`src/rtl/hssc_pkg.sv`:
```
// Package with the types, codes and lookup tables of the hall sensor six-step commutator.
`default_nettype none
package hssc_pkg;

	localparam int unsigned CfgIdxW = 3;
	localparam int unsigned CfgDataW = 16;
	localparam int unsigned StepW = 3;
	localparam int unsigned CountW = 16;
	localparam int unsigned StepCountW = 11;
	localparam int unsigned DriveW = 2;

	typedef enum logic [CfgIdxW-1:0] {
		CFG_STARTUP_STEP_US = 3'd0,
		CFG_STARTUP_CYCLES  = 3'd1,
		CFG_SETTLE_US       = 3'd2,
		CFG_DWELL_US        = 3'd3,
		CFG_STARTUP_DRIVE   = 3'd4
	} cfg_index_t;

	typedef enum logic [1:0] {
		PH_STARTUP = 2'd0,
		PH_AWAIT   = 2'd1,
		PH_SETTLE  = 2'd2,
		PH_DWELL   = 2'd3
	} phase_t;

	typedef enum logic [DriveW-1:0] {
		DRV_FLOAT = 2'd0,
		DRV_LOW   = 2'd1,
		DRV_HIGH  = 2'd2
	} drive_t;

	typedef struct packed {
		drive_t a;
		drive_t b;
		drive_t c;
	} drive_set_t;

	localparam logic [StepW-1:0] LastStep = 3'd5;

	function automatic logic [StepW-1:0] next_step(input logic [StepW-1:0] s);
		next_step = (s >= LastStep) ? '0 : s + 3'd1;
	endfunction

	// Hall pattern {A, B, C} seen while the rotor sits in a given step.
	function automatic logic [2:0] hall_pattern(input logic [StepW-1:0] s);
		case (s)
			3'd0: hall_pattern = 3'b100;
			3'd1: hall_pattern = 3'b101;
			3'd2: hall_pattern = 3'b001;
			3'd3: hall_pattern = 3'b011;
			3'd4: hall_pattern = 3'b010;
			3'd5: hall_pattern = 3'b110;
			default: hall_pattern = 3'b100;
		endcase
	endfunction

	function automatic drive_set_t drive_of(input logic [StepW-1:0] s);
		case (s)
			3'd0: drive_of = '{a: DRV_HIGH, b: DRV_LOW, c: DRV_FLOAT};
			3'd1: drive_of = '{a: DRV_FLOAT, b: DRV_LOW, c: DRV_HIGH};
			3'd2: drive_of = '{a: DRV_LOW, b: DRV_FLOAT, c: DRV_HIGH};
			3'd3: drive_of = '{a: DRV_LOW, b: DRV_HIGH, c: DRV_FLOAT};
			3'd4: drive_of = '{a: DRV_FLOAT, b: DRV_HIGH, c: DRV_LOW};
			3'd5: drive_of = '{a: DRV_HIGH, b: DRV_FLOAT, c: DRV_LOW};
			default: drive_of = '{a: DRV_HIGH, b: DRV_LOW, c: DRV_FLOAT};
		endcase
	endfunction

endpackage
`default_nettype wire

```
`src/rtl/hall_sensor_six_step_commutator.sv`:
```
// Top level of the hall sensor six-step commutator for a three-phase brushless motor.
// An accepted input item is held in the input register, and its result in the result register.
// Throughput: one item per cycle unless the output stalls; both registers decouple
// the channels, and the state update is a single pass of logic between them.
// Reset: arst_n clears the state asynchronously to open-loop startup at step zero with
// coils floating, and loads the default register values.
`default_nettype none
module hall_sensor_six_step_commutator (
	input  wire                                 clk,
	input  wire                                 arst_n,
	input  wire                                 cfg_we,
	input  wire  [hssc_pkg::CfgIdxW-1:0]        cfg_index,
	input  wire  [hssc_pkg::CfgDataW-1:0]       cfg_data,
	input  wire                                 in_valid,
	output logic                                in_ready,
	input  wire                                 hall_a,
	input  wire                                 hall_b,
	input  wire                                 hall_c,
	output logic                                out_valid,
	input  wire                                 out_ready,
	output logic [hssc_pkg::DriveW-1:0]         drive_a,
	output logic [hssc_pkg::DriveW-1:0]         drive_b,
	output logic [hssc_pkg::DriveW-1:0]         drive_c,
	output logic [hssc_pkg::StepW-1:0]          current_step,
	output logic [1:0]                          current_phase
);
	import hssc_pkg::*;

	logic [CountW-1:0]     startup_step_us_q;
	logic [7:0]            startup_cycles_q;
	logic [CountW-1:0]     settle_us_q;
	logic [CountW-1:0]     dwell_us_q;
	logic                  startup_drive_q;

	logic [StepW-1:0]      step_index_q, step_index_d;
	logic [StepW-1:0]      applied_step_q, applied_step_d;
	logic                  drive_enabled_q, drive_enabled_d;
	phase_t                phase_q, phase_d;
	logic [CountW-1:0]     tick_counter_q, tick_counter_d;
	logic [StepCountW-1:0] startup_count_q, startup_count_d;

	logic                  valid_s1;
	logic [2:0]            hall_s1;
	logic                  advance;

	logic [CountW:0]       tick_inc;
	logic [CountW-1:0]     step_len;
	logic [StepCountW-1:0] startup_target;
	drive_set_t            drive_sel;

	assign advance  = valid_s1 && (!out_valid || out_ready);
	assign in_ready = !valid_s1 || advance;

	always_ff @(posedge clk or negedge arst_n) begin
		if (!arst_n) begin
			startup_step_us_q <= 16'd7000;
			startup_cycles_q  <= 8'd35;
			settle_us_q       <= 16'd50;
			dwell_us_q        <= 16'd7000;
			startup_drive_q   <= 1'b0;
		end else if (cfg_we) begin
			unique case (cfg_index)
				CFG_STARTUP_STEP_US: startup_step_us_q <= cfg_data;
				CFG_STARTUP_CYCLES:  startup_cycles_q <= cfg_data[7:0];
				CFG_SETTLE_US:       settle_us_q <= cfg_data;
				CFG_DWELL_US:        dwell_us_q <= cfg_data;
				CFG_STARTUP_DRIVE:   startup_drive_q <= cfg_data[0];
				default: ;
			endcase
		end
	end

	always_ff @(posedge clk or negedge arst_n) begin
		if (!arst_n) begin
			valid_s1 <= 1'b0;
		end else if (in_ready) begin
			valid_s1 <= in_valid;
		end
	end

	always_ff @(posedge clk) begin
		if (in_ready && in_valid) begin
			hall_s1 <= {hall_a, hall_b, hall_c};
		end
	end

	assign tick_inc = {1'b0, tick_counter_q} + 17'd1;
	assign step_len = (startup_step_us_q == '0) ? 16'd1 : startup_step_us_q;
	assign startup_target = ({3'b0, startup_cycles_q} << 2) + ({3'b0, startup_cycles_q} << 1);

	always_comb begin
		step_index_d    = (step_index_q > LastStep) ? '0 : step_index_q;
		applied_step_d  = applied_step_q;
		drive_enabled_d = drive_enabled_q;
		phase_d         = phase_q;
		tick_counter_d  = tick_counter_q;
		startup_count_d = startup_count_q;

		unique case (phase_q)
			PH_STARTUP: begin
				if (startup_count_q >= startup_target) begin
					applied_step_d  = step_index_d;
					drive_enabled_d = 1'b1;
					phase_d         = PH_AWAIT;
					tick_counter_d  = '0;
				end else begin
					if (tick_counter_q == '0) begin
						applied_step_d  = step_index_d;
						drive_enabled_d = startup_drive_q;
					end
					tick_counter_d = tick_inc[CountW-1:0];
					if (tick_inc >= {1'b0, step_len}) begin
						tick_counter_d  = '0;
						step_index_d    = next_step(step_index_d);
						startup_count_d = startup_count_q + 11'd1;
						if (startup_count_d >= startup_target) begin
							applied_step_d  = step_index_d;
							drive_enabled_d = 1'b1;
							phase_d         = PH_AWAIT;
						end
					end
				end
			end
			PH_SETTLE: begin
				tick_counter_d = tick_inc[CountW-1:0];
				if (tick_inc >= {1'b0, settle_us_q}) begin
					step_index_d   = next_step(step_index_d);
					tick_counter_d = '0;
					phase_d        = PH_DWELL;
					if (dwell_us_q == '0) begin
						applied_step_d  = step_index_d;
						drive_enabled_d = 1'b1;
						phase_d         = PH_AWAIT;
					end
				end
			end
			PH_DWELL: begin
				tick_counter_d = tick_inc[CountW-1:0];
				if (tick_inc >= {1'b0, dwell_us_q}) begin
					applied_step_d  = step_index_d;
					drive_enabled_d = 1'b1;
					phase_d         = PH_AWAIT;
					tick_counter_d  = '0;
				end
			end
			PH_AWAIT: ;
			default: ;
		endcase

		// The hall check also runs on the tick that enters the await phase.
		if (phase_d == PH_AWAIT && hall_s1 == hall_pattern(next_step(step_index_d))) begin
			tick_counter_d = '0;
			phase_d        = PH_SETTLE;
			if (settle_us_q == '0) begin
				step_index_d = next_step(step_index_d);
				phase_d      = PH_DWELL;
				if (dwell_us_q == '0) begin
					applied_step_d  = step_index_d;
					drive_enabled_d = 1'b1;
					phase_d         = PH_AWAIT;
				end
			end
		end
	end

	always_ff @(posedge clk or negedge arst_n) begin
		if (!arst_n) begin
			step_index_q    <= '0;
			applied_step_q  <= '0;
			drive_enabled_q <= 1'b0;
			phase_q         <= PH_STARTUP;
			tick_counter_q  <= '0;
			startup_count_q <= '0;
		end else if (advance) begin
			step_index_q    <= step_index_d;
			applied_step_q  <= applied_step_d;
			drive_enabled_q <= drive_enabled_d;
			phase_q         <= phase_d;
			tick_counter_q  <= tick_counter_d;
			startup_count_q <= startup_count_d;
		end
	end

	assign drive_sel = drive_of((applied_step_d > LastStep) ? '0 : applied_step_d);

	always_ff @(posedge clk or negedge arst_n) begin
		if (!arst_n) begin
			out_valid <= 1'b0;
		end else if (advance) begin
			out_valid <= 1'b1;
		end else if (out_ready) begin
			out_valid <= 1'b0;
		end
	end

	always_ff @(posedge clk) begin
		if (advance) begin
			drive_a       <= drive_enabled_d ? drive_sel.a : DRV_FLOAT;
			drive_b       <= drive_enabled_d ? drive_sel.b : DRV_FLOAT;
			drive_c       <= drive_enabled_d ? drive_sel.c : DRV_FLOAT;
			current_step  <= step_index_d;
			current_phase <= phase_d;
		end
	end

endmodule
`default_nettype wire

```
`config.mk`:
```
export PLATFORM = sky130hd
export DESIGN_NAME = hall_sensor_six_step_commutator
export DESIGN_NICKNAME = d
export VERILOG_FILES = /design/src/rtl/hssc_pkg.sv /design/src/rtl/hall_sensor_six_step_commutator.sv
export SDC_FILE = /design/constraint.sdc
export NUM_CORES = 1
export LEC_CHECK = 0
export ABC_CLOCK_PERIOD_IN_PS = 7770
export BUFFER_PORTS_ARGS = -buffer_cell sky130_fd_sc_hd__buf_2
export CAP_MARGIN = 40
export CORE_MARGIN = 3
export CORE_UTILIZATION = 45
export DETAILED_ROUTE_END_ITERATION = 8
export GPL_TIMING_DRIVEN = 0
export MAX_ROUTING_LAYER = met4
export PLACE_DENSITY = 0.61
export SLEW_MARGIN = 25
export SYNTH_ARGS = -nofsm -noshare
export SYNTH_HDL_FRONTEND = slang
export SYNTH_SLANG_ARGS = --single-unit
export TNS_END_PERCENT = 5
```
`constraint.sdc`:
```
create_clock -name clk -period 7.77 [get_ports clk]
set_input_delay 0.3885 -clock clk [delete_from_list [all_inputs] [get_ports clk]]
set_output_delay 0.3885 -clock clk [all_outputs]
set_load 0.01 [all_outputs]
```
==> results of run 1 <==
==> logic make-up (layout without fill, tap and decap cells) <==
group | after synthesis | count (layout) | share of synthesized area
adder cells (fa/ha/maj) | 84 | 84 | 0.1355
AND/OR/NAND/NOR | 266 | 266 | 0.1749
multiplexers | 51 | 51 | 0.07350
XOR/XNOR | 44 | 44 | 0.04932
buffers and inverters | 103 | 161 | 0.05236
flip-flops | 109 | 109 | 0.3612
AO/OA/AOI/OAI | 175 | 175 | 0.1532
==> worst reg2reg max path, delay by kind of cell (launching register included) <==
family	cells	cell delay, ns
adder cells (fa/ha/maj)	2	0.60
multiplexers	2	0.56
flip-flops	1	0.47
AO/OA/AOI/OAI	7	2.16
AND/OR/NAND/NOR	13	2.30
buffers and inverters	4	0.55
XOR/XNOR	1	0.49
==> layout by cell type (no fill, tap or decap), drive strengths merged, types with 16 or more instances in the layout <==
master / netlist / layout
o21ai: 60 / 60
nand3: 36 / 36
xor2: 19 / 19
nor2: 37 / 37
dfstp: 20 / 20
nand2b: 16 / 16
ha: 83 / 83
buf: 8 / 49
inv: 78 / 81
nand2: 81 / 81
dfrtp: 75 / 75
mux2: 38 / 38
clkbuf: 16 / 28
nor3: 19 / 19
xnor2: 25 / 25
a21oi: 37 / 37
==> worst max-delay path by stage <==
stage	startpoint	end	slack (ns)	depth (start not counted)
CTS	tick_counter_q[2]	step_index_q[2]	0.45	29
global route	tick_counter_q[2]	tick_counter_q[1]	0.08	28
detailed placement	tick_counter_q[2]	step_index_q[2]	0.49	29
floorplan	tick_counter_q[2]	step_index_q[2]	1.85	29
global placement	tick_counter_q[2]	step_index_q[2]	0.54	29
finish	tick_counter_q[2]	step_index_q[2]	0.54	29
==> report_power, final <==
group / total (W) / internal, W / switching [W] / leakage [nW]
registers: 0.000877 / 0.000750 / 0.000127 / 1.26
logic: 0.00162 / 0.000663 / 0.000956 / 2.58
clock network: 0.000478 / 0.000251 / 0.000227 / 0.151
total: 0.00297 / 0.00166 / 0.00131 / 3.99
==> per-layer routing <==
| metal | up-vias | part of all wire |
|---|---|---|
| li1 | 3082 | - |
| met5 | - | 0 |
| met3 | 13 | 0.036 |
| met1 | 2864 | 0.51 |
| met2 | 104 | 0.44 |
| met4 | 0 | 0.0088 |
==> flip-flops by register name, summed over array words and instances, names as in the netlist <==
name	flops
valid_s1	1
drive_b	2
applied_step_q	3
drive_enabled_q	1
step_index_q	3
dwell_us_q	16
startup_step_us_q	16
tick_counter_q	16
out_valid	1
drive_a	2
startup_count_q	11
current_step	3
drive_c	2
startup_cycles_q	8
current_phase	2
hall_s1	3
startup_drive_q	1
phase_q	2
settle_us_q	16
==> metrics by stage <==
stage                     worst slack, ns    util  hold slack (ns)
after floorplan                     1.851       -          0.09291
after global placement             0.5367  0.4943           0.4825
after detailed placement           0.4895  0.4966           0.3193
after CTS                          0.4469  0.5152           0.1797
after global routing              0.07954  0.5155           0.1901
final                              0.5442  0.5155           0.1979
==> area by class of cell <==
cell class,count,area [um2]
Tap cell,220,275.3
Multi-Input combinational cell,620,4587
Clock inverter,4,33.78
Sequential cell,109,2823
Fill cell,1574,8120
Inverter,79,296.5
Clock buffer,12,267.8
Buffer,24,112.6
Timing Repair Buffer,42,244.0
==> repair_timing <==
action,4_1_cts,5_1_grt
hold endpoints to repair,28,0
endpoints found under the setup margin,0,21
resized for setup,0,1
hold buffers,1,0
==> reports/qor.csv, run 1 <==
stage,metric,value,unit
die,CORE AREA,16760,um2
synth,"EDFF count, synth",14,
hold_path,hold path endpoint,hall_s1[1],
final_layout,nets,996,
global_route,met3 GRT Util,0.03068,
clock_tree,"Reg clk slew, reported paths",0.08,ns
synth,post-synthesis cell type count,77,
critical_path,Worst R2R End,step_index_q[2],
critical_path,Worst EP required,8.02,ns
job,Max-cap violations,0,
critical_path,"Largest stage delay, worst path",0.52,ns
critical_path,CP Class,register to register,
route,Residual DRC,0,
critical_path,crit path DAT,7.47,ns
synth,Post-Syn Nets,943,
placed_design,"Cell Area, Placed",8323,um2
global_route,met2 usage,0.3145,
synth,YS warnings,0,
timing,Final Max Slew Viols,0,
timing,post-layout min period,7.226,ns
die,Die X,137.8,um
synth,Synth top area share,0.2402,
global_route,global-route wire length before repair,30730,um
placed_design,PortBufs,39,
die,Die Ht,137.8,um
timing,Final Cycle Share,0.9300,
critical_path,"CP delay by family, top",simple AND/OR/NAND/NOR gates,
synth,synthesized instance count,832,
critical_path,crit path max fanout,10,
die,IO Count,40,
route,routed vias,6063,
timing,final clock skew,0.01217,ns
synth,most frequent cell after synthesis,ha_1,
global_route,vias in the first global route,5793,
route,DR WL/cell,16.66,um
clock_tree,htree depth,3,
route,Iteration-0 DRC Markers,425,
route,Routed WL,18490,um
route,Post-DRT Antenna Nets,0,
critical_path,R2R Path Start,tick_counter_q[2],
placed_design,placed cells,1093,
timing,final hold vios,0,
outcome,status,"complete, no violations",
hold_path,Worst Hold Launch,hall_b,
final_layout,fin cells,1110,
synth,synthesized flop and latch total,109,
final_layout,area delta synth->final,10.57,%
synth,"top cells by count, synth","83 x ha_1, 81 x nand2_1, 78 x inv_1",
synth,Mean Syn Cell Area,9.392,um2
synth,Main synth FF type,dfrtp_1,
critical_path,Startpoint Class,register,
critical_path,Worst Path Buf+Inv,4,
synth,Async SR Flop Fraction,0.8716,
global_route,initial antenna violation count,0,
synth,leading area contributor after synthesis,dfrtp_1,
clock_tree,CTS Sinks,109,
global_route,Total Routing Usage GR,0.2146,
critical_path,CP Capture Type,register,
synth,sequential area share after synthesis,0.3612,
clock_tree,CTS Root Cell,clkbuf_16,
placed_design,GPL Wtd Cong,0.8801,
clock_tree,TritonCTS Buffers,9,
hold_path,worst hold path type,input pin to register,
global_route,largest net degree at the start of global routing,58,
final_layout,diodes inserted,0,
global_route,met1 Usage GRT,0.3186,
timing,relative slew slack,0.4449,
final_layout,Layout Cell Area excl Fill,8640,um2
die,initial core utilization,0.4662,
final_layout,layout cells sized above 1,0.1674,
clock_tree,CTS Buffer Depth,2,
pwr,Tot Pwr,0.002974,W
pwr,LEAKAGE,3.991,nW
critical_path,Reg2Reg Setup Slack,0.54,ns
timing,f_max,138.4,MHz
synth,Synth area leaders,"dfrtp_1 24%, ha_1 13%, dfstp_2 6.7%",
die,Core Rows,47,
global_route,Congestion Overflow GR,0,
clock_tree,postcts setup bufs,0,
critical_path,Reg2Reg Depth,29,
clock_tree,worst skew pair latency,0.36,ns
pwr,Peak VDD IR,0.1395,mV
placed_design,detailed placement HPWL,14370,um
timing,RSZ-0062 raised after global routing,no,
global_route,layer with the highest usage,met1,
timing,Slew @ Worst Pin,0.8327,ns
timing,number of setup violations in the final report,0,
route,post-DR vias/cell,5.462,
route,Pre-antenna DRT Iters,5,
pwr,PwrDens,344.3,nW/um2
hold_path,worst hold path stage count,1,
synth,cell area after synthesis,7814,um2
critical_path,CP max-delay cell,a2111oi_0,
critical_path,Worst path most repeated cell,nand3_1,
clock_tree,CTS tree,done,
die,full die area,18980,um2
timing,Final TNS setup,0,ns
Note: power is estimated with default switching activity, not from simulation.
==> run 2, diff against run 1 <==
--- a/config.mk
+++ b/config.mk
@@ -8,12 +8,13 @@
 export ABC_CLOCK_PERIOD_IN_PS = 7770
 export BUFFER_PORTS_ARGS = -buffer_cell sky130_fd_sc_hd__buf_2
 export CAP_MARGIN = 40
+export CORE_ASPECT_RATIO = 0.5
 export CORE_MARGIN = 3
-export CORE_UTILIZATION = 45
+export CORE_UTILIZATION = 40
 export DETAILED_ROUTE_END_ITERATION = 8
 export GPL_TIMING_DRIVEN = 0
 export MAX_ROUTING_LAYER = met4
-export PLACE_DENSITY = 0.61
+export PLACE_DENSITY = 0.55
 export SLEW_MARGIN = 25
 export SYNTH_ARGS = -nofsm -noshare
 export SYNTH_HDL_FRONTEND = slang
==> run 2 against run 1 <==
The flow now finishes with violations (hold timing). Clock power is 4.8% higher. Worst setup slack gained 0.13 ns. Hold slack lost 0.22 ns. Register-to-register slack better by 0.13 ns. Cell area is 0.64% higher. Die area up 12%. Cell count grew 3.3%. Sequential power grew 0.7%. Wire length is 8.8% higher. Clock skew fell by 0.0021 ns. Critical endpoint unchanged. Highest routed layer unchanged.
==> reports/qor.csv, run 2 (synthesis results as in run 1) <==
stage,metric,value,unit,change
global_route,Congestion Overflow GR,0,,unchanged
placed_design,Worst Setup Slack post-DPL,0.6327,ns,was 0.4895 ns
clock_tree,CTS Sinks,109,,unchanged
critical_path,CP Capture Type,register,,unchanged
placed_design,PortBufs,39,,unchanged
timing,f_max,141.0,MHz,was 138.4 MHz
clock_tree,CTS Root Cell,clkbuf_16,,unchanged
final_layout,nets,994,,was 996
route,DR WL/cell,17.54,um,was 16.66 um
critical_path,"CP delay by family, top",simple AND/OR/NAND/NOR gates,,unchanged
pwr,LEAKAGE,3.989,nW,was 3.991 nW
final_layout,area delta synth->final,11.27,%,was 10.57%
clock_tree,htree depth,3,,unchanged
placed_design,detailed placement HPWL,15750,um,was 14370 um
clock_tree,"Reg clk slew, reported paths",0.08,ns,about the same
outcome,failing checks,hold timing,,
global_route,global-route wire length before repair,32860,um,was 30730 um
clock_tree,TritonCTS Buffers,9,,unchanged
final_layout,Layout Cell Area excl Fill,8695,um2,was 8640 um2
clock_tree,CTS tree,done,,unchanged
die,initial core utilization,0.4159,,was 0.4662
pwr,PwrDens,348.7,nW/um2,was 344.3 nW/um2
clock_tree,postcts setup bufs,0,,unchanged
timing,Final TNS setup,0,ns,unchanged
die,Die Ht,104.8,um,was 137.8 um
die,Die X,203.7,um,was 137.8 um
clock_tree,worst skew pair latency,0.36,ns,about the same
timing,RSZ-0062 raised after global routing,no,,unchanged
route,Routed WL,20120,um,was 18490 um
placed_design,GPL Wtd Cong,0.8818,,was 0.8801
timing,Final Cycle Share,0.9129,,was 0.9300
global_route,vias in the first global route,5930,,was 5793
critical_path,Worst Path Buf+Inv,3,,was 4
timing,Final Max Slew Viols,0,,unchanged
critical_path,crit path max fanout,7,,was 10
die,IO Count,40,,unchanged
route,Post-DRT Antenna Nets,0,,unchanged
critical_path,Startpoint Class,register,,unchanged
die,full die area,21350,um2,was 18980 um2
final_layout,diodes inserted,0,,unchanged
critical_path,crit path DAT,7.34,ns,was 7.47 ns
timing,hold slack,-0.01997,ns,was 0.1979 ns
route,Iteration-0 DRC Markers,391,,was 425
final_layout,Post-Route Utilization,0.4628,,was 0.5155
final_layout,most frequent cells in the layout,"83 x ha_1, 81 x nand2_1, 78 x inv_1",,unchanged
timing,relative slew slack,0.4402,,was 0.4449
timing,post-layout min period,7.093,ns,was 7.226 ns
pwr,Peak VDD IR,0.1578,mV,was 0.1395 mV
clock_tree,hold bufs inserted after CTS,0,,was 1
critical_path,Worst EP required,8.01,ns,was 8.02 ns
hold_path,worst hold path type,input pin to async pin,,was input pin to register
timing,Slew @ Worst Pin,0.8397,ns,was 0.8327 ns
die,CORE AREA,18790,um2,was 16760 um2
clock_tree,CTS Buffer Depth,2,,unchanged
route,Pre-antenna DRT Iters,5,,unchanged
final_layout,layout cells sized above 1,0.1689,,was 0.1674
final_layout,Filler Cell Count,1819,,was 1574
critical_path,CP max-delay cell,a211oi_1,,was a2111oi_0
final_layout,"most common cell after layout, fill and taps aside",ha_1,,unchanged
clock_tree,"Gates resized, CTS repair",0,,unchanged
global_route,initial antenna violation count,0,,unchanged
critical_path,Worst path most repeated cell,nand3_1,,unchanged
job,Max-cap violations,0,,unchanged
timing,number of setup violations in the final report,0,,unchanged
route,Residual DRC,0,,unchanged
global_route,largest net degree at the start of global routing,54,,was 58
die,Core Rows,35,,was 47
timing,final hold vios,14,,was 0
final_layout,Sequential Area,2823,um2,unchanged
placed_design,"Cell Area, Placed",8372,um2,was 8323 um2
route,routed vias,6242,,was 6063
critical_path,CP Class,register to register,,unchanged
outcome,status,"finished, violations left",,"was complete, no violations"
global_route,Total Routing Usage GR,0.2003,,was 0.2146
route,post-DR vias/cell,5.442,,was 5.462
critical_path,"Largest stage delay, worst path",0.54,ns,was 0.52 ns
timing,Final WS setup,0.6769,ns,was 0.5442 ns
final_layout,area of the multi-input gates,4592,um2,was 4587 um2
timing,final clock skew,0.01009,ns,was 0.01217 ns
## run 2: cell types whose count changed in the layout (fill, tap and decap cells not counted), sizes merged
cell | before | now
buf | 49 | 48
clkbuf | 28 | 26
bufinv | 0 | 1
dlygate4sd3 | 1 | 0
clkinv | 2 | 3
## run 2: path summary, 6_finish.rpt
check	from	to	slack, ns	cells past startpoint
max	tick_counter_q[2]	step_index_q[2]	0.68	28
min	arst_n	startup_count_q[0]	-0.02	1
max reg2reg	tick_counter_q[2]	step_index_q[2]	0.68	28
min reg2reg	valid_s1	out_valid	0.50	1
max in group asynchronous	arst_n	dwell_us_q[3]	7.09	2
min in group clk	hall_b	hall_s1[1]	0.21	1
## run 2: power by group
part	internal, W	switching [W]
Sequential	0.000750	0.000133
Combinational	0.000667	0.000981
Clock	0.000266	0.000235
## run 2: area by class of cell
cell class,instances,share of cell area
plain buffers,24,0.01295
well taps,259,0.03727
clock inverters,6,0.009066
flip-flops and latches,109,0.3247
inverters,79,0.03411
repair buffers,40,0.02633
multi-input cells,620,0.5281
clock buffers,10,0.02749
## run 2: metrics by stage
step           hold slack (ns)  std cells  power [W]
2_1_floorplan          0.09291        832   0.002090
3_3_place_gp            0.4730       1130   0.002493
3_5_place_dp            0.3965       1131   0.002529
4_1_cts               0.004819       1147   0.003048
5_1_grt                0.01187       1147   0.003321
6_report              -0.01997       1147   0.003032
## run 2: per-layer routing
metal | track usage | wire length, um | vias up
li1 | - | - | 3084
met1 | 0.3024 | 10610 | 3039
met2 | 0.2843 | 8662 | 103
met3 | 0.03330 | 662 | 16
met4 | 0.03435 | 180 | 0
met5 | - | 0 | -
